`config.mk`:
```
export PLATFORM = sky130hd
export DESIGN_NAME = tbt_front
export DESIGN_NICKNAME = d
export VERILOG_FILES = /design/src/design/thermistor_beta_temperature_unit_macros.svh /design/src/design/tbt_pkg.sv /design/src/design/tbt_front.sv
export SDC_FILE = /design/constraint.sdc
export NUM_CORES = 1
export LEC_CHECK = 0
export ABC_AREA = 1
export CAP_MARGIN = 20
export CORE_MARGIN = 1
export CORE_UTILIZATION = 28
export CTS_BUF_LIST = sky130_fd_sc_hd__clkbuf_4 sky130_fd_sc_hd__clkbuf_8 sky130_fd_sc_hd__clkbuf_16
export CTS_CLUSTER_SIZE = 12
export DETAILED_ROUTE_END_ITERATION = 7
export DONT_BUFFER_PORTS = 1
export PLACE_DENSITY = 0.54
export SYNTH_ARGS = -nofsm -noshare
export SYNTH_HDL_FRONTEND = slang
export SYNTH_SLANG_ARGS = --single-unit
```
`constraint.sdc`:
```
create_clock -name clk -period 6.3 [get_ports clk]
set_clock_uncertainty 0.1 [all_clocks]
set_input_delay 1.26 -clock clk [delete_from_list [all_inputs] [get_ports clk]]
set_output_delay 1.26 -clock clk [all_outputs]
set_load 0.02 [all_outputs]
```
`src/design/thermistor_beta_temperature_unit_macros.svh`:
```
// Assertion helpers for the thermistor temperature unit.
`ifndef THERMISTOR_BETA_TEMPERATURE_UNIT_MACROS_SVH
`define THERMISTOR_BETA_TEMPERATURE_UNIT_MACROS_SVH

`ifndef NO_ASSERTIONS
// ante implies cons in the same cycle
`define TBT_ASSERT_IMPL(label, clk, rst_n, ante, cons, msg) \
  label: assert property (@(posedge clk) disable iff (!rst_n) (ante) |-> (cons)) \
    else $error(msg);
// a rising edge of sig implies cons
`define TBT_ASSERT_ROSE(label, clk, rst_n, sig, cons, msg) \
  label: assert property (@(posedge clk) disable iff (!rst_n) $rose(sig) |-> (cons)) \
    else $error(msg);
`else
`define TBT_ASSERT_IMPL(label, clk, rst_n, ante, cons, msg)
`define TBT_ASSERT_ROSE(label, clk, rst_n, sig, cons, msg)
`endif

`endif

```
`src/design/tbt_pkg.sv`:
```
package tbt_pkg;

  localparam int FRAC_BITS      = 16;
  localparam int LOG_DEPTH_BITS = 6;
  localparam int LOG_DEPTH      = 1 << LOG_DEPTH_BITS;
  localparam int TAB_W          = FRAC_BITS + 1;
  localparam int LOG_W          = FRAC_BITS + 7;
  localparam int LQ_W           = FRAC_BITS + 10;
  localparam int NUM_W          = 37;
  localparam int DEN_W          = FRAC_BITS + 28;
  localparam int QUO_W          = 17;
  localparam int REM_W          = DEN_W + QUO_W;

  localparam logic [31:0] LN2_Q32 = 32'd2977044472;
  localparam int KELVIN_OFFSET    = 27315;
  localparam int TEMP_MAX         = 32767;
  localparam logic [QUO_W-1:0] TCK_MAX = QUO_W'(TEMP_MAX + KELVIN_OFFSET);

  localparam int Q_AW      = 2;
  localparam int QDEPTH    = 1 << Q_AW;
  localparam int OUT_AW    = 5;
  localparam int OUT_DEPTH = 1 << OUT_AW;

  localparam int CFG_IDX_W = 3;
  localparam logic [CFG_IDX_W-1:0] CFG_RATIO_STEP   = 3'd0;
  localparam logic [CFG_IDX_W-1:0] CFG_PULLUP       = 3'd1;
  localparam logic [CFG_IDX_W-1:0] CFG_PARALLEL     = 3'd2;
  localparam logic [CFG_IDX_W-1:0] CFG_NOMINAL_OHMS = 3'd3;
  localparam logic [CFG_IDX_W-1:0] CFG_NOMINAL_CK   = 3'd4;
  localparam logic [CFG_IDX_W-1:0] CFG_BETA         = 3'd5;

  typedef struct packed {
    logic [31:0] ratio_step;
    logic [19:0] pullup_ohms;
    logic [19:0] parallel_ohms;
    logic [19:0] nominal_ohms;
    logic [15:0] nominal_centikelvin;
    logic [13:0] beta_kelvin;
  } cfg_t;

  typedef struct packed {
    logic [31:0] q;
    logic        bad;
  } item_t;

  typedef struct packed {
    logic signed [15:0] temp;
    logic               invalid;
  } result_t;

  typedef logic [TAB_W-1:0] log_tab_t [0:LOG_DEPTH];

  // log2(1 + i/depth), bit by bit through repeated squaring in Q30
  function automatic log_tab_t build_log_tab();
    log_tab_t         t;
    logic [63:0]      v;
    logic [TAB_W-1:0] acc;
    for (int i = 0; i <= LOG_DEPTH; i++) begin
      v   = ((64'(LOG_DEPTH) + 64'(i)) << 30) / LOG_DEPTH;
      acc = '0;
      if (v >= (64'd2 << 30)) begin
        acc = TAB_W'(1) << FRAC_BITS;
      end else begin
        for (int k = FRAC_BITS - 1; k >= 0; k--) begin
          v = (v * v) >> 30;
          if (v >= (64'd2 << 30)) begin
            v      = v >> 1;
            acc[k] = 1'b1;
          end
        end
      end
      t[i] = acc;
    end
    return t;
  endfunction

  localparam log_tab_t LOG_TAB = build_log_tab();

endpackage

```
`src/design/tbt_front.sv`:
```
module tbt_front import tbt_pkg::*; (
  input  logic        clk,
  input  logic        rst_n,
  input  cfg_t        cfg,
  input  logic        in_push,
  input  logic [15:0] in_ts_code,
  output logic        in_full,
  output logic        q_push,
  output item_t       q_item,
  input  logic        q_pop
);

  logic            acc;
  logic            v1_r, v2_r;
  logic [47:0]     prod1_r;
  item_t           item_r;
  logic [Q_AW:0]   held_r, held_nxt;

  // held counts items in flight here plus those sitting in the queue
  assign acc     = in_push && !in_full;
  assign in_full = (held_r == (Q_AW + 1)'(QDEPTH));
  assign q_push  = v2_r;
  assign q_item  = item_r;

  always_comb held_nxt = held_r + (Q_AW + 1)'(acc) - (Q_AW + 1)'(q_pop);

  always_ff @(posedge clk) begin
    if (!rst_n) begin
      v1_r   <= 1'b0;
      v2_r   <= 1'b0;
      held_r <= '0;
    end else begin
      v1_r   <= acc;
      v2_r   <= v1_r;
      held_r <= held_nxt;
    end
    prod1_r     <= 48'(in_ts_code) * 48'(cfg.ratio_step);
    item_r.q    <= prod1_r[31:0];
    item_r.bad  <= (prod1_r == '0) || (prod1_r[47:32] != '0) || (cfg.pullup_ohms == '0);
  end

endmodule

```
[Yosys cells after proc, flatten, opt, wreduce, memory -nomap -nowiden]
Cells that the tools add are included.
Operators by class
  reductions and logical operators: 7
  $mul: 1
  add/sub/neg operators: 2
  shifts and indexed selects: 0
  div/mod/pow operators: 0
  bitwise operators: 0
  equal/unequal tests: 1
  multiplexer cells: 0
  order comparisons: 0
Operators with widths (count)
  48-bit logical NOT: 1
  16-bit by 32-bit multiplier with 48-bit output: 1
  20-bit logical NOT: 1
  16-bit nonzero test: 1
  3-bit by 1-bit adder with 3-bit output: 1
  3-bit == test, second input constant: 1
  3-bit by 1-bit subtractor with 3-bit output: 1
  1-bit logical OR: 2
  1-bit logical AND: 1
  1-bit logical NOT: 1
Storage, ports and cells
  bits of input ports: 142
  latch bits: 0
  bits in writable memories: 0
  memories kept: 0
  memory bits (read-only): 0
  register bits: 86

[Longest topological paths before layout]
  word-level depth: 5
  mapped depth: 28
  gate-level depth less buffers: 27

[Least setup slack after synthesis]
No wires, ideal clock.
  kind: input-to-reg
  start point: input port cfg[97] in the netlist's numbering
  end point: register prod1_r[38]
  data arrival time: 6.071 ns
  data required time: 6.088 ns
  setup slack: 0.016 ns
  stages: 24
  buffers on the path: 2
  cell sequence: clkbuf_1 clkbuf_1 nand2_1 fa_1 inv_1 fa_1 inv_1 fa_1 inv_1 fa_1 fa_1 inv_1 fa_1 inv_1 ha_1 nand2_1 inv_1 nand2_1 nor2_2 nand4_1 nand3_1 nand2_1 nand3_1 nand2_1
On the way
  longest elaborated chain between the ends: 1
RTL lines
  from (decl): RTL line tbt_front.sv:4  | input cfg_t cfg,
  16-bit by 32-bit multiplier with 48-bit output: RTL line tbt_front.sv:37  | prod1_r <= 48'(in_ts_code) * 48'(cfg.ratio_step);
  to (signal assigned): RTL line tbt_front.sv:37
  to (decl): RTL line tbt_front.sv:15  | logic [47:0] prod1_r;
No other way between the ends.
A chain may end at the register's enable or synchronous reset.

[Worst setup path after layout]
  start point: input port in_ts_code[1]
  end point: register prod1_r[47]
On the way
  longest elaborated chain between the ends: 1
RTL lines
  from (decl): RTL line tbt_front.sv:6  | input logic [15:0] in_ts_code,
  16-bit by 32-bit multiplier with 48-bit output: RTL line tbt_front.sv:37
No other way between the ends.

==> metrics <==
fin crit period=between 5000 and 6000 ps; Final setup viols=0; Routed WL=a little under 50000 um; Syn Area/Cell=7.45 um^2; Hold Path Class=reg2reg; area growth from synthesis to layout=5.56%; slowest cell delay on critical path=between 500 and 600 ps; Routed Antenna Nets=0; MaxCap Viol Count=0; clk_lat worst skew=about 340 ps; slowest cell on the critical path=fa_1; n_diodes=0; dpl ws=roughly 45 ps; Setup Crit Path Kind=in2reg; First DRT Iteration DRCs=approximately 900; largest net degree at the start of global routing=33; Port Buffer Count=0; dominant cells by area after synthesis=fa_1 43%, nand2_1 16%, inv_1 15%; worst endpoint required time=6440 ps; post-CTS resize count=0; WP data arrival=between 6000 and 7000 ps; htree depth=3; DRT Pass-1 Iters=5; vias in the first global route=~16k; Crit. End Element=flop; FP Rows=96; vias=14.8k; CP Cell Sequence=nand2_1 -> fa_1 -> inv_1 -> fa_1 -> inv_1 -> fa_1 -> inv_1 -> fa_1 -> fa_1 -> inv_1 -> fa_1 -> inv_1 -> ha_1 -> nand2_1 -> nor2_1 -> nand2_1 -> inv_1 -> nand2_1 -> nor2_1 -> nand2_1 -> nand4_1 -> nand2_1; WL/cell=roughly 14 um; max-slew violation count=0; top cell type's share of synthesized area=between 40% and 50%; post-synth top area cell=fa_1; CTS buffer count=9; fill count=between 7k and 8k; Die Span X=between 200 and 300 um; CORE AREA=approximately 70000 um^2; Hold Buf Count CTS=0; chip height=~270 um; IO Pins=about 180; # clock sinks=86; post-synthesis register bit count=86; Post-Syn Area=19700 um^2; GPL Wtd Cong=0.869; count of final hold-check violations=0; commonest non-fill, non-tap cell in the layout=nand2_1; Synth Warn #=0; Tcrit/Tclk final=93.7%; DR vias/cell=roughly 4.2; Synth Instances=approximately 2.6k; crit start category=primary input; Rel. slew slack=46.2%; Starting Density=about 28%; Setup TNS=0 ps; initial antenna violation count=0; RSZ-0062 raised after global routing=no; setup slack, reg-to-reg=4230 ps; syn nets=3329; CTS tree=yes; Fmax=approximately 170 MHz; share of layout cells above drive strength 1=2.42%; Clock Tree Root=clkbuf_16; Total Nets Final=3235; Die ar.=just over 70000 um^2; setup ws final=between 300 and 400 ps; Total Routing Usage GR=around 15%; total congestion overflow=0; CP top delay family=adder cells; CTS Buffer Depth=2; Crit Path Max Fanout=32; drt drc=0; sequential cell area fraction in the yosys report=8.73%; Clock Pin Slew Worst Setup and Hold Paths=70 ps; HPWL after DPL=between 40000 and 50000 um; Cell variety after synth=26; worst slew pin tran=~800 ps; postcts setup bufs=0; outcome=finished, final reports clean; Worst Path Buf+Inv=6; most frequent cells in the layout=857 x nand2_1, 809 x inv_1, 419 x fa_1, 122 x ha_1, 86 x dfxtp_1; first-pass GRT wire length=between 80000 and 90000 um
[sequential cells by signal (all words and copies together) (netlist names)]
register	count
held_r	3
prod1_r	48
q_item	33
q_push	1
v1_r	1
[cells in the mapped netlist]
cell type and instances:
nand2_2 12, nand3_1 32, nand4_1 7, o21bai_1 6, nor3_1 5, nor2_2 11
dfxtp_1 86, a21oi_1 30, inv_1 809, nor4_1 19, and2_0 1, or2_2 1
xnor2_1 7, nor2_1 63, inv_2 1, nor2_4 5, nand3_2 9, fa_1 419
o21ai_0 2, xor2_1 23, clkbuf_1 112, a31oi_1 4, nand3b_1 2, nand2_1 857
a21o_1 1, ha_1 122
[worst reg2reg max path, delay by kind of cell, from the launching register on]
kind / cells / cell delay (ps)
fa+ha+maj: 2 / 630
buf+inv: 1 / 70
simple gates: 3 / 860
flops: 1 / 350
[area by class of cell]
cell class | count | area, um^2 | share of cell area [%]
multi-input cells | 1638 | 14500 | 69.8
inverters | 810 | 3040 | 14.6
flip-flops and latches | 86 | 1720 | 8.27
well taps | 931 | 1160 | 5.60
clock buffers | 9 | 225 | 1.08
repair buffers | 7 | 52.6 | 0.252
clock inverters | 7 | 73.8 | 0.355
[per-layer routing]
metal  global-route usage, %  part of all wire, %  up-vias
met5                       0                    0        -
met1                    19.8                   46     7345
li1                        -                    -     7133
met2                    26.4                   50      280
met3                    1.42                  4.0       21
met4                    1.51                 0.55        0
[path summary, 6_finish.rpt]
check                 from           to  cells after the start
max          in_ts_code[1]  prod1_r[47]                     22
min            prod1_r[14]   q_item[15]                      0
max reg2reg      held_r[1]    held_r[1]                      6
min reg2reg    prod1_r[14]   q_item[15]                      0
[cell families after synthesis]
kind of cell | Yosys count | synth area share (%)
xor+xnor | 30 | 1.33
compound gates | 43 | 1.21
simple gates | 1024 | 20.9
flops | 86 | 8.73
fa+ha+maj | 541 | 50.3
buf+inv | 922 | 17.6
[per-stage QoR]
step / instance area (um^2) / std cells / util [%] / hold slack [ps]
5_1_grt: 20800 / 3488 / 30.1 / 256
4_1_cts: 20800 / 3488 / 30.1 / 249
6_report: 20800 / 3488 / 30.1 / 250
3_5_place_dp: 20500 / 3472 / 29.6 / 236
2_1_floorplan: 19700 / 2646 / - / 231
3_3_place_gp: 20500 / 3472 / 29.6 / 237
Power is not shown: default switching activity piles up to over one toggle a cycle in this logic, so the estimate is an artifact.
