### config.mk
export PLATFORM = sky130hd
export DESIGN_NAME = tbt_queue
export DESIGN_NICKNAME = d
export VERILOG_FILES = /design/src/design/thermistor_beta_temperature_unit_macros.svh /design/src/design/tbt_pkg.sv /design/src/design/tbt_queue.sv
export SDC_FILE = /design/constraint.sdc
export NUM_CORES = 1
export LEC_CHECK = 0
export ABC_AREA = 1
export BUFFER_PORTS_ARGS = -buffer_cell sky130_fd_sc_hd__buf_2
export CAP_MARGIN = 20
export CORE_ASPECT_RATIO = 0.6
export CORE_UTILIZATION = 57
export CTS_BUF_LIST = sky130_fd_sc_hd__clkbuf_16
export DETAILED_ROUTE_END_ITERATION = 10
export PLACE_DENSITY = 0.79
export SLEW_MARGIN = 25
export SYNTH_ARGS = -nofsm -noshare
export SYNTH_HDL_FRONTEND = slang
export SYNTH_SLANG_ARGS = --single-unit
export TNS_END_PERCENT = 20
### constraint.sdc
create_clock -name clk -period 4.2 [get_ports clk]
set_clock_uncertainty 0.2 [all_clocks]
set_input_delay 0.42 -clock clk [delete_from_list [all_inputs] [get_ports clk]]
set_output_delay 0.42 -clock clk [all_outputs]
set_load 0.1 [all_outputs]
### src/design/thermistor_beta_temperature_unit_macros.svh
// Assertion helpers for the thermistor temperature unit.
`ifndef THERMISTOR_BETA_TEMPERATURE_UNIT_MACROS_SVH
`define THERMISTOR_BETA_TEMPERATURE_UNIT_MACROS_SVH

`ifndef NO_ASSERTIONS
// ante implies cons in the same cycle
`define TBT_ASSERT_IMPL(label, clk, rst_n, ante, cons, msg) \
  label: assert property (@(posedge clk) disable iff (!rst_n) (ante) |-> (cons)) \
    else $error(msg);
// a rising edge of sig implies cons
`define TBT_ASSERT_ROSE(label, clk, rst_n, sig, cons, msg) \
  label: assert property (@(posedge clk) disable iff (!rst_n) $rose(sig) |-> (cons)) \
    else $error(msg);
`else
`define TBT_ASSERT_IMPL(label, clk, rst_n, ante, cons, msg)
`define TBT_ASSERT_ROSE(label, clk, rst_n, sig, cons, msg)
`endif

`endif

### src/design/tbt_pkg.sv
package tbt_pkg;

  localparam int FRAC_BITS      = 16;
  localparam int LOG_DEPTH_BITS = 6;
  localparam int LOG_DEPTH      = 1 << LOG_DEPTH_BITS;
  localparam int TAB_W          = FRAC_BITS + 1;
  localparam int LOG_W          = FRAC_BITS + 7;
  localparam int LQ_W           = FRAC_BITS + 10;
  localparam int NUM_W          = 37;
  localparam int DEN_W          = FRAC_BITS + 28;
  localparam int QUO_W          = 17;
  localparam int REM_W          = DEN_W + QUO_W;

  localparam logic [31:0] LN2_Q32 = 32'd2977044472;
  localparam int KELVIN_OFFSET    = 27315;
  localparam int TEMP_MAX         = 32767;
  localparam logic [QUO_W-1:0] TCK_MAX = QUO_W'(TEMP_MAX + KELVIN_OFFSET);

  localparam int Q_AW      = 2;
  localparam int QDEPTH    = 1 << Q_AW;
  localparam int OUT_AW    = 5;
  localparam int OUT_DEPTH = 1 << OUT_AW;

  localparam int CFG_IDX_W = 3;
  localparam logic [CFG_IDX_W-1:0] CFG_RATIO_STEP   = 3'd0;
  localparam logic [CFG_IDX_W-1:0] CFG_PULLUP       = 3'd1;
  localparam logic [CFG_IDX_W-1:0] CFG_PARALLEL     = 3'd2;
  localparam logic [CFG_IDX_W-1:0] CFG_NOMINAL_OHMS = 3'd3;
  localparam logic [CFG_IDX_W-1:0] CFG_NOMINAL_CK   = 3'd4;
  localparam logic [CFG_IDX_W-1:0] CFG_BETA         = 3'd5;

  typedef struct packed {
    logic [31:0] ratio_step;
    logic [19:0] pullup_ohms;
    logic [19:0] parallel_ohms;
    logic [19:0] nominal_ohms;
    logic [15:0] nominal_centikelvin;
    logic [13:0] beta_kelvin;
  } cfg_t;

  typedef struct packed {
    logic [31:0] q;
    logic        bad;
  } item_t;

  typedef struct packed {
    logic signed [15:0] temp;
    logic               invalid;
  } result_t;

  typedef logic [TAB_W-1:0] log_tab_t [0:LOG_DEPTH];

  // log2(1 + i/depth), bit by bit through repeated squaring in Q30
  function automatic log_tab_t build_log_tab();
    log_tab_t         t;
    logic [63:0]      v;
    logic [TAB_W-1:0] acc;
    for (int i = 0; i <= LOG_DEPTH; i++) begin
      v   = ((64'(LOG_DEPTH) + 64'(i)) << 30) / LOG_DEPTH;
      acc = '0;
      if (v >= (64'd2 << 30)) begin
        acc = TAB_W'(1) << FRAC_BITS;
      end else begin
        for (int k = FRAC_BITS - 1; k >= 0; k--) begin
          v = (v * v) >> 30;
          if (v >= (64'd2 << 30)) begin
            v      = v >> 1;
            acc[k] = 1'b1;
          end
        end
      end
      t[i] = acc;
    end
    return t;
  endfunction

  localparam log_tab_t LOG_TAB = build_log_tab();

endpackage

### src/design/tbt_queue.sv
module tbt_queue import tbt_pkg::*; (
  input  logic  clk,
  input  logic  rst_n,
  input  logic  push,
  input  item_t din,
  input  logic  pop,
  output logic  head_valid,
  output item_t head
);

  item_t           mem_r [0:QDEPTH-1];
  logic [Q_AW-1:0] wr_r, rd_r;
  logic [Q_AW:0]   cnt_r;

  assign head_valid = (cnt_r != '0);
  assign head       = mem_r[rd_r];

  always_ff @(posedge clk) begin
    if (push) begin
      mem_r[wr_r] <= din;
    end
    if (!rst_n) begin
      wr_r  <= '0;
      rd_r  <= '0;
      cnt_r <= '0;
    end else begin
      wr_r  <= wr_r + Q_AW'(push);
      rd_r  <= rd_r + Q_AW'(pop);
      cnt_r <= cnt_r + (Q_AW + 1)'(push) - (Q_AW + 1)'(pop);
    end
  end

endmodule

Yosys cells after proc, flatten, opt, wreduce, memory -nomap -nowiden
Memories as Yosys holds them, arrays and structs flattened. A register that Yosys moved wholly into a read port is not among the register bits.
Index checks and enable logic that the tools add are counted.
- output and inout port bits: 34
- memory bits (writable): 132
- flip-flop bits (word level): 7
- logic and storage cells: 12
- memories kept: 1
- bits of input ports: 37
- memory list (memory ; words ; width ; rd ports ; clocked after memory_dff ; write ports ; line ; RTL):
    mem_r ; 4 ; 33 ; 1 ; 1 ; 1 ; tbt_queue.sv:11 ; item_t mem_r [0:QDEPTH-1];
- add/subtract/negate cells: 4
- reductions and logical operators: 1
- muxes and demuxes: 3
- operators by type and width (kind ; count):
    2-bit by 1-bit adder with 2-bit output ; 2
    3-bit by 1-bit adder with 3-bit output ; 1
    3-bit nonzero test ; 1
    3-bit by 1-bit subtractor with 3-bit output ; 1
    1-bit two-way mux ; 2
    2-bit two-way mux ; 1

Logic depth before layout (Yosys ltp)
Gate-level depths: netlist of the first run.
- word-level depth: 2
- depth in mapped cells: 9
- gate-level depth less buffers: 9

Worst setup path before layout of the first run
No wires, ideal clock.
- path type: input -> register
- start point: input port push
- end point: memory mem_r[0][0] (netlist bit), enable pin
- setup slack: 791 ps
- data required time: 3535 ps
- buffers on the path: 0
- arrival time: 2744 ps
- stages on the path: 2
- setup time: 465 ps
- cells stage by stage: inv_1 nor3_1
- word-level cells in the longest chain between the ends: 2
- ends and longest elaborated chain (element ; line ; RTL):
    from (decl) ; tbt_queue.sv:4 ; input logic push,
    1-bit two-way mux ; tbt_queue.sv:19 ; if (push) begin
    1-bit two-way mux (implied by the code) ; tbt_queue.sv:20 ; mem_r[wr_r] <= din;
    to (decl) ; tbt_queue.sv:11 ;
Every way passes these cells.

==> results of run 1 <==
sequential cells by signal, indices dropped and copies added, names as in the netlist:
| name | count |
|---|---|
| cnt_r | 3 |
| mem_r | 132 |
| rd_r | 2 |
| wr_r | 2 |
synthesized netlist by cell type, drive strengths merged:
library cell	count
nor3	4
edfxtp	132
ha	4
o21ai	33
dfxtp	7
a21oi	34
fa	1
xnor2	2
o211ai	33
buf	20
nand2	72
nor2	4
clkbuf	2
inv	78
nand3	2
power by group:
part,internal [W],switching (W),leakage (nW)
clock network,0.000911,0.000525,0.289
logic,0.000129,0.000633,1.08
registers,0.00159,0.0000597,1.27
final timing paths:
path	slack (ns)	endpoint	start	cells after the start
hold reg to reg	0.37	cnt_r[2]	cnt_r[2]	3
setup / recovery	1.28	head[18]	rd_r[0]	4
hold / removal	0.03	mem_r[2][31]	din[31]	1
setup reg to reg	2.45	cnt_r[2]	cnt_r[0]	8
cell type report:
cell class                      count  area (um2)  share of cell area
Inverter                           78         293              0.0437
Clock inverter                     15         141              0.0211
Timing Repair Buffer               75         400              0.0597
Sequential cell                   139        4110               0.613
Multi-Input combinational cell    189        1170               0.175
Tap cell                          130         163              0.0243
Clock buffer                       17         425              0.0634
metrics by stage:
step | power, W | worst slack, ns | cell area [um2] | cells | hold WS, ns
CTS | 0.00388 | 1.29 | 6710 | 643 | 0.0168
global route | 0.00398 | 1.13 | 6710 | 643 | 0.0147
finish | 0.00385 | 1.28 | 6710 | 643 | 0.0287
detailed placement | 0.00244 | 1.73 | 6140 | 611 | 0.356
floorplan | 0.00232 | 0.791 | 5740 | 428 | 0.313
global placement | 0.00243 | 1.77 | 6140 | 611 | 0.333
cell usage in the layout (no fill, tap or decap), types with 5 or more instances in the layout:
cell type / count
a21oi_1: 34
nand2_1: 72
clkinv_1: 5
o211ai_2: 33
buf_2: 70
edfxtp_1: 132
o21ai_0: 30
inv_1: 82
dfxtp_1: 5
clkbuf_16: 17
logic make-up (layout without fill, tap and decap cells):
kind of cell,after synthesis,in the layout
AOI/OAI and AO/OA,100,100
and+or+nand+nor,82,82
DFF,139,139
adders and majority gates,5,5
xor gates and xnor gates,2,2
buffers and inverters,100,185
critical path: cells and delay by family (launching register included):
kind	cells	cell delay [ns]
buf+inv	2	0.82
simple gates	1	0.11
compound gates	1	0.16
flops	1	0.77
per-layer routing:
layer,global-route usage,share of wire,up-vias
met2,0.334,0.47,102
met3,0.0578,0.055,8
li1,-,-,1624
met5,0,0,-
met1,0.274,0.47,1560
met4,0.0884,0.0078,0
==> flow_metrics.env, run 1 <==
export IMPL_totalWireLength_mm=10.1
export IMPL_cp_max_fo=72
export IMPL_port_buffers=70
export IMPL_synthAdderAreaFrac=0.0122
export IMPL_finish_utilization=0.709
export IMPL_tightest_slew_ns=0.922
export IMPL_antenna_found_initial=0
export IMPL_maxSlewHeadroom=0.385
export IMPL_syn_area_um2=5740
export IMPL_syn_area_per_cell_um2=13.4
export IMPL_drive_above_1_share=0.267
export IMPL_yosys_area_share_xor_xnor=0.00305
export IMPL_fillCellCount=639
export IMPL_synthMuxAreaShare=0
export IMPL_dp_hpwl_mm=5.66
export IMPL_clkSinkCount=139
export IMPL_clock_latency_ns=0.40
export IMPL_yosysSeqAreaShare=0.715
export IMPL_synth_top_area_frac=0.691
export IMPL_die_height_um=79.7
export IMPL_clockBufferDepth=2
export IMPL_initial_utilization=0.607
export IMPL_wl_per_cell_um=15.7
export IMPL_synthSimpleGateAreaFrac=0.0549
export IMPL_cts_root_buf="clkbuf_16"
export IMPL_p_per_area_nw_per_um2=574
export IMPL_grt_pass1_vias=3330
export IMPL_rows=27
export IMPL_cts_tree="done"
export IMPL_yosys_top_cells_area="edfxtp_1, o211ai_2, inv_1"
export IMPL_dr_pass1_iters=4
export IMPL_worst_setup_path_end_kind="output port"
export IMPL_cts_htree_levels=4
export IMPL_fin_crit_ns=2.92
export IMPL_dieArea_um2=10500
export IMPL_setup_violations=0
export IMPL_synth_seq_cells=139
export IMPL_cts_made_buffers=17
export IMPL_synth_compound_area_share=0.130
export IMPL_cts_resized=0
export IMPL_path_class="flip-flop to output port"
export IMPL_drv_cap=0
export IMPL_io_pins=71
export IMPL_status="finished, final reports clean"
export IMPL_grt_pass1_wl_mm=16.3
export IMPL_crit_arrival_ns=2.30
export IMPL_finalHoldViolCount=0
export IMPL_hold_path_class="primary input to flip-flop"
export IMPL_max_stage_delay_ns=0.77
export IMPL_yosys_area_top_type="edfxtp_1"
export IMPL_crit_chain="buf_12 -> o21ai_0 -> nand2_1 -> buf_2"
export IMPL_fin_nets=542
export IMPL_diodes=0
export IMPL_dr_first_iter_drc_count=288
export IMPL_timing_setup_tns_ns=0
export IMPL_synthDistinctLibCells=19
export IMPL_syn_to_final_growth_pct=16.9
export IMPL_crit_slowest_cell="dfxtp_4"
export IMPL_grt_overflow=0
export IMPL_synth_cells=428
export IMPL_fmax_mhz=343
export IMPL_cp_start_kind="flip-flop"
export IMPL_leakage_nw=2.64
export IMPL_synth_top_family_by_area="compound AO/OA/AOI/OAI gates"
export IMPL_drc=0
export IMPL_rsz0062_at_grt="no"
export IMPL_syn_nets=470
export IMPL_grt_use_total=0.209
export IMPL_ir_worst_vdd_mv=0.471
export IMPL_post_cts_setup_buffers=0
export IMPL_place_congestion=0.718
export IMPL_grt_max_degree=73
export IMPL_ant_nets=0
export IMPL_synth_warnings=0
export IMPL_period_share=0.694
export IMPL_viasPerCell=5.12
export IMPL_ctsHoldBuffers=0
export IMPL_finalMaxSlewViolations=0
export IMPL_path_clk_slew_ns=0.06
export IMPL_crit_required_ns=3.58
export IMPL_die_w_um=132
export IMPL_vias=3294
export IMPL_core_area_um2=9460
Note: power is estimated with default switching activity, not from simulation.
==> run 2, diff against run 1 <==
--- a/config.mk
+++ b/config.mk
@@ -5,14 +5,14 @@
 export SDC_FILE = /design/constraint.sdc
 export NUM_CORES = 1
 export LEC_CHECK = 0
-export ABC_AREA = 1
+export ABC_AREA = 0
 export BUFFER_PORTS_ARGS = -buffer_cell sky130_fd_sc_hd__buf_2
 export CAP_MARGIN = 20
 export CORE_ASPECT_RATIO = 0.6
-export CORE_UTILIZATION = 57
+export CORE_UTILIZATION = 56
 export CTS_BUF_LIST = sky130_fd_sc_hd__clkbuf_16
 export DETAILED_ROUTE_END_ITERATION = 10
-export PLACE_DENSITY = 0.79
+export PLACE_DENSITY = 0.78
 export SLEW_MARGIN = 25
 export SYNTH_ARGS = -nofsm -noshare
 export SYNTH_HDL_FRONTEND = slang
==> constraint.sdc (replaced) <==
create_clock -name clk -period 3.05 [get_ports clk]
set_clock_uncertainty 0.2 [all_clocks]
set_input_delay 0.305 -clock clk [delete_from_list [all_inputs] [get_ports clk]]
set_output_delay 0.305 -clock clk [all_outputs]
set_load 0.1 [all_outputs]
==> run 2 against run 1 <==
Against the previous run:
- non-clock buffer count grew 35
- clock-buffer cell count is the same
- global-route usage grew 0.20 points
- synthesized cell count shrank 52%
- synthesized area shrank 10%
- cell count shrank 30%
- first-iteration DRC count shrank 52%
- register-to-register slack lost 1.3 ns
- combinational power grew 28%
- design area shrank 2.3%
- clock power grew 39%
- worst setup slack lost 0.90 ns
- largest power group unchanged
==> flow_metrics.env, run 2 <==
export IMPL_status="finished, final reports clean"
export IMPL_port_buffers=70
export IMPL_tightest_slew_ns=0.891
export IMPL_top_register="mem_r"
export IMPL_period_share=0.874
export IMPL_maxSlewHeadroom=0.406
export IMPL_path_clk_slew_ns=0.05
export IMPL_grt_pass1_vias=2643
export IMPL_cts_tree="done"
export IMPL_final_cell_mix="edfxtp_1, buf_2, dlygate4sd3_1"
export IMPL_fmax_mhz=375
export IMPL_ir_worst_vdd_mv=0.667
export IMPL_final_cell_area_um2=6550
export IMPL_rsz0062_at_grt="no"
export IMPL_grt_pass1_wl_mm=14.0
export IMPL_cp_max_fo=23
export IMPL_crit_slowest_cell="dfxtp_2"
export IMPL_syn_nets=246
export IMPL_ff_latch_area_um2=4110
export IMPL_synthDistinctLibCells=20
export IMPL_synth_flop_cell="edfxtp_1"
export IMPL_finalMaxSlewViolations=0
export IMPL_max_stage_delay_ns=0.58
export IMPL_dr_pass1_iters=4
export IMPL_cp_start_kind="flip-flop"
export IMPL_hold_path_class="primary input to flip-flop"
export IMPL_synth_commonest_cells="edfxtp_1, mux4_2, dfxtp_1"
export IMPL_yosys_area_top_type="edfxtp_1"
export IMPL_die_w_um=126
export IMPL_drive_above_1_share=0.423
export IMPL_io_pins=71
export IMPL_synth_warnings=0
export IMPL_drc=0
export IMPL_antenna_found_initial=0
export IMPL_syn_to_final_growth_pct=27.2
export IMPL_largest_register_ffs=132
export IMPL_fin_crit_ns=2.67
export IMPL_async_reset_ff_frac=0
export IMPL_cts_root_buf="clkbuf_16"
export IMPL_place_congestion=0.703
export IMPL_p_per_area_nw_per_um2=796
export IMPL_yosysMostFrequentCell="edfxtp_1"
export IMPL_syn_area_per_cell_um2=25.3
export IMPL_setup_violations=0
export IMPL_synth_seq_cells=139
export IMPL_biggestRegsByFlops="mem_r: 132 flops, cnt_r: 3 flops"
export IMPL_synth_top_area_frac=0.769
export IMPL_yosysSeqAreaShare=0.797
export IMPL_timing_setup_tns_ns=0
export IMPL_rows=26
export IMPL_totalWireLength_mm=8.92
export IMPL_dpl_cell_area_um2=5630
export IMPL_cts_made_buffers=17
export IMPL_core_area_um2=8720
export IMPL_dp_hpwl_mm=5.18
export IMPL_clkSinkCount=139
export IMPL_crit_arrival_ns=2.16
export IMPL_dieArea_um2=9600
export IMPL_crit_chain="buf_12 -> mux4_1 -> buf_2"
export IMPL_die_height_um=76.3
export IMPL_synth_edff_count=132
export IMPL_initial_utilization=0.591
export IMPL_fillCellCount=488
export IMPL_grt_overflow=0
export IMPL_finalHoldViolCount=0
export IMPL_ant_nets=0
export IMPL_multi_input_area_um2=966
export IMPL_clockBufferDepth=2
export IMPL_dr_first_iter_drc_count=138
export IMPL_synth_cells=204
export IMPL_worst_setup_path_end_kind="output port"
export IMPL_fin_nets=367
export IMPL_grt_max_degree=34
export IMPL_crit_required_ns=2.54
export IMPL_drv_cap=0
export IMPL_wl_per_cell_um=19.8
export IMPL_leakage_nw=2.32
export IMPL_yosys_top_cells_area="edfxtp_1, mux4_2, dfxtp_1"
export IMPL_crit_buf_inv=2
export IMPL_diodes=0
export IMPL_clock_latency_ns=0.41
export IMPL_vias=2458
export IMPL_cts_resized=0
export IMPL_cts_htree_levels=4
export IMPL_grt_use_total=0.211
export IMPL_syn_area_um2=5150
export IMPL_viasPerCell=5.46
export IMPL_path_class="flip-flop to output port"
export IMPL_crit_family="buffers and inverters"
export IMPL_final_common_cell="edfxtp_1"
[run 2: cell count changes in the layout (fill, tap and decap cells not counted), sizes merged, moves of 4 or more]
cell,change
a21oi,-34
and2,+5
dlygate4sd3,+34
inv,-79
mux4,+33
nand2,-71
nor3,-4
o211ai,-33
o21ai,-33
[run 2: power breakdown]
| part | internal (W) | switching (W) |
|---|---|---|
| combinational | 0.000247 | 0.000726 |
| clock | 0.00127 | 0.000738 |
| sequential | 0.00220 | 0.0000457 |
[run 2: kinds of logic after synthesis]
logic type | synth area share
buffers and inverters | 0.0199
flip-flops | 0.797
multiplexers | 0.146
AND/OR/NAND/NOR | 0.0155
adder cells (fa/ha/maj) | 0.0136
XOR/XNOR | 0.00777
[run 2: path summary, 6_finish.rpt]
path	cells past startpoint	start	slack (ns)	end
hold reg to reg	2	cnt_r[2]	0.42	cnt_r[2]
setup / recovery	3	rd_r[0]	0.38	head[32]
hold / removal	3	pop	0.07	rd_r[0]
setup reg to reg	1	wr_r[0]	1.16	mem_r[3][8]
[run 2: stage by stage]
stage,power [W],setup slack (ns),util,instances,hold slack (ns)
after floorplan,0.00307,0.587,-,204,0.204
after global placement,0.00321,0.791,0.646,384,0.322
after detailed placement,0.00323,0.787,0.646,384,0.320
after CTS,0.00526,0.318,0.752,450,0.0556
after global routing,0.00538,0.227,0.752,450,0.0754
final,0.00522,0.385,0.752,450,0.0676
[run 2: final cells by class]
| class | instances | share of cell area |
|---|---|---|
| Clock buffer | 17 | 0.0649 |
| Clock inverter | 15 | 0.0239 |
| Inverter | 3 | 0.00172 |
| Multi-Input combinational cell | 54 | 0.147 |
| Sequential cell | 139 | 0.627 |
| Tap cell | 112 | 0.0214 |
| Timing Repair Buffer | 110 | 0.114 |
[run 2: routing by layer]
metal	share of wire	vias up	global-route usage	wire length [um]
li1	-	1103	-	-
met1	0.45	1242	0.271	3970
met2	0.46	97	0.322	4150
met3	0.073	16	0.0871	650
met4	0.017	0	0.0916	148
met5	0	-	0	0
[run 2: repair_timing]
action | CTS | global route
endpoints found under the hold margin | 139 | 0
hold buffers | 34 | 0
setup buffers | 0 | 0
==> run 3, diff against run 2 <==
--- a/config.mk
+++ b/config.mk
@@ -9,10 +9,10 @@
 export BUFFER_PORTS_ARGS = -buffer_cell sky130_fd_sc_hd__buf_2
 export CAP_MARGIN = 20
 export CORE_ASPECT_RATIO = 0.6
-export CORE_UTILIZATION = 56
+export CORE_UTILIZATION = 50
 export CTS_BUF_LIST = sky130_fd_sc_hd__clkbuf_16
 export DETAILED_ROUTE_END_ITERATION = 10
-export PLACE_DENSITY = 0.78
+export PLACE_DENSITY = 0.71
 export SLEW_MARGIN = 25
 export SYNTH_ARGS = -nofsm -noshare
 export SYNTH_HDL_FRONTEND = slang
==> constraint.sdc (replaced) <==
create_clock -name clk -period 3.4 [get_ports clk]
set_clock_uncertainty 0.2 [all_clocks]
set_input_delay 0.34 -clock clk [delete_from_list [all_inputs] [get_ports clk]]
set_output_delay 0.34 -clock clk [all_outputs]
set_load 0.1 [all_outputs]
==> run 3 against run 2 <==
Against the previous run:
- die area grew 12%
- sequential share of layout area barely moved
- clock power decreased by 10%
- flip-flop and latch count is the same
- first-iteration DRC count decreased by 11%
- cell count grew 4.2%
- non-clock buffer count is 3 lower
- global-route usage fell by 2.1 points
- wire length increased by 1.4%
- register-to-register slack improved by 0.35 ns
- worst setup slack gained 0.11 ns
- sequential power is 9.8% lower
==> flow_metrics.env, run 3 (synthesis gave the netlist of run 2 again) <==
export IMPL_die_height_um=80.6
export IMPL_fin_nets=364
export IMPL_totalWireLength_mm=9.04
export IMPL_diodes=0
export IMPL_final_common_cell="edfxtp_1"
export IMPL_viasPerCell=5.26
export IMPL_use_met1=0.258
export IMPL_cts_made_buffers=17
export IMPL_crit_required_ns=2.86
export IMPL_finalMaxSlewViolations=0
export IMPL_grt_pass1_wl_mm=14.3
export IMPL_tightest_slew_ns=0.959
export IMPL_dr_pass1_iters=4
export IMPL_cp_max_fo=16
export IMPL_grt_max_degree=35
export IMPL_dr_first_iter_drc_count=123
export IMPL_period_share=0.854
export IMPL_port_buffers=70
export IMPL_final_cell_area_um2=6560
export IMPL_post_cts_setup_buffers=0
export IMPL_dpl_cell_area_um2=5650
export IMPL_io_pins=71
export IMPL_dp_hpwl_mm=5.40
export IMPL_leakage_nw=2.30
export IMPL_drv_cap=0
export IMPL_largest_register_ffs=132
export IMPL_finalWorstSetupSlack_ns=0.495
export IMPL_antenna_found_initial=0
export IMPL_drc=0
export IMPL_p_per_area_nw_per_um2=714
export IMPL_clock_latency_ns=0.40
export IMPL_hold_path_class="primary input to flip-flop"
export IMPL_cts_htree_levels=4
export IMPL_rows=28
export IMPL_ir_worst_vdd_mv=0.461
export IMPL_reg2regPathDepth=1
export IMPL_worstReg2RegEnd="mem_r[1][17]"
export IMPL_ant_nets=0
export IMPL_fin_crit_ns=2.90
export IMPL_timing_setup_tns_ns=0
export IMPL_vias=2468
export IMPL_path_clk_slew_ns=0.06
export IMPL_drive_above_1_share=0.416
export IMPL_dp_slack_ns=0.888
export IMPL_use_met3=0.0549
export IMPL_fmax_mhz=344
export IMPL_maxSlewHeadroom=0.361
export IMPL_finalHoldViolCount=0
export IMPL_min_to="rd_r[0]"
export IMPL_status="finished, final reports clean"
export IMPL_grtUsageMet2=0.285
export IMPL_top_register="mem_r"
export IMPL_syn_to_final_growth_pct=27.3
export IMPL_rsz0062_at_grt="no"
export IMPL_cp_start_kind="flip-flop"
export IMPL_grt_overflow=0
export IMPL_initial_utilization=0.518
export IMPL_clockBufferDepth=2
export IMPL_crit_arrival_ns=2.36
export IMPL_dieArea_um2=10700
export IMPL_cts_tree="done"
export IMPL_grt_use_total=0.190
export IMPL_biggestRegsByFlops="mem_r: 132 flops, cnt_r: 3 flops"
export IMPL_grt_busiest_layer="met2"
export IMPL_die_w_um=133
export IMPL_clkSinkCount=139
export IMPL_worstHoldPathCells=2
export IMPL_setup_violations=0
export IMPL_path_class="flip-flop to output port"
export IMPL_grt_pass1_vias=2669
export IMPL_worst_setup_path_end_kind="output port"
export IMPL_final_cell_mix="edfxtp_1, buf_2, dlygate4sd3_1"
export IMPL_min_delay_start="rst_n"
export IMPL_core_area_um2=9950
export IMPL_rrSetupSlack_ns=1.51
export IMPL_timing_rr_start="wr_r[0]"
export IMPL_place_congestion=0.687
export IMPL_wl_per_cell_um=19.3
export IMPL_cts_root_buf="clkbuf_16"
[run 3: worst max-delay path by stage]
| stage | from | to | slack (ns) | cells after the start |
|---|---|---|---|---|
| after global placement | rd_r[0] | head[14] | 0.92 | 3 |
| after floorplan | wr_r[1] | mem_r[2][0] | 0.94 | 2 |
| after CTS | rd_r[0] | head[25] | 0.43 | 3 |
| after detailed placement | rd_r[0] | head[25] | 0.89 | 3 |
| after global routing | rd_r[0] | head[25] | 0.35 | 3 |
| final | rd_r[0] | head[25] | 0.50 | 3 |
[run 3: critical path, cell delays in order (launching register included)]
cell and delay (ns):
dfxtp_2 0.66, buf_4 0.41, mux4_2 0.56, buf_2 0.31
[run 3: report_power, final]
group | switching, W | internal (W) | leakage, nW
sequential | 0.0000516 | 0.00197 | 1.27
combinational | 0.000641 | 0.000220 | 0.750
clock | 0.000665 | 0.00114 | 0.279
[run 3: final cells by class]
cell class                      count  area [um2]
Sequential cell                   139        4110
Fill cell                         682        3390
Multi-Input combinational cell     54         966
Timing Repair Buffer              107         723
Clock buffer                       17         425
Tap cell                          135         169
Clock inverter                     14         156
Inverter                            3        11.3
[run 3: repair_timing]
| action | 4_1_cts | 5_1_grt |
|---|---|---|
| endpoints found under the setup margin | 0 | 0 |
| gates resized for setup | 0 | 0 |
| hold buffers | 33 | 0 |
| hold endpoints to repair | 132 | 0 |
[run 3: per-layer routing]
metal / up-vias / part of all wire
met4: 0 / 0.011
li1: 1106 / -
met5: - / 0
met3: 10 / 0.062
met1: 1277 / 0.47
met2: 75 / 0.46
[run 3: stage by stage]
stage / hold WS, ns / total power [W] / util / cells
3_5_place_dp: 0.359 / 0.00289 / 0.567 / 405
2_1_floorplan: 0.239 / 0.00275 / - / 204
6_report: 0.0394 / 0.00468 / 0.659 / 469
5_1_grt: 0.0411 / 0.00483 / 0.659 / 469
4_1_cts: 0.0225 / 0.00472 / 0.659 / 469
3_3_place_gp: 0.351 / 0.00288 / 0.567 / 405
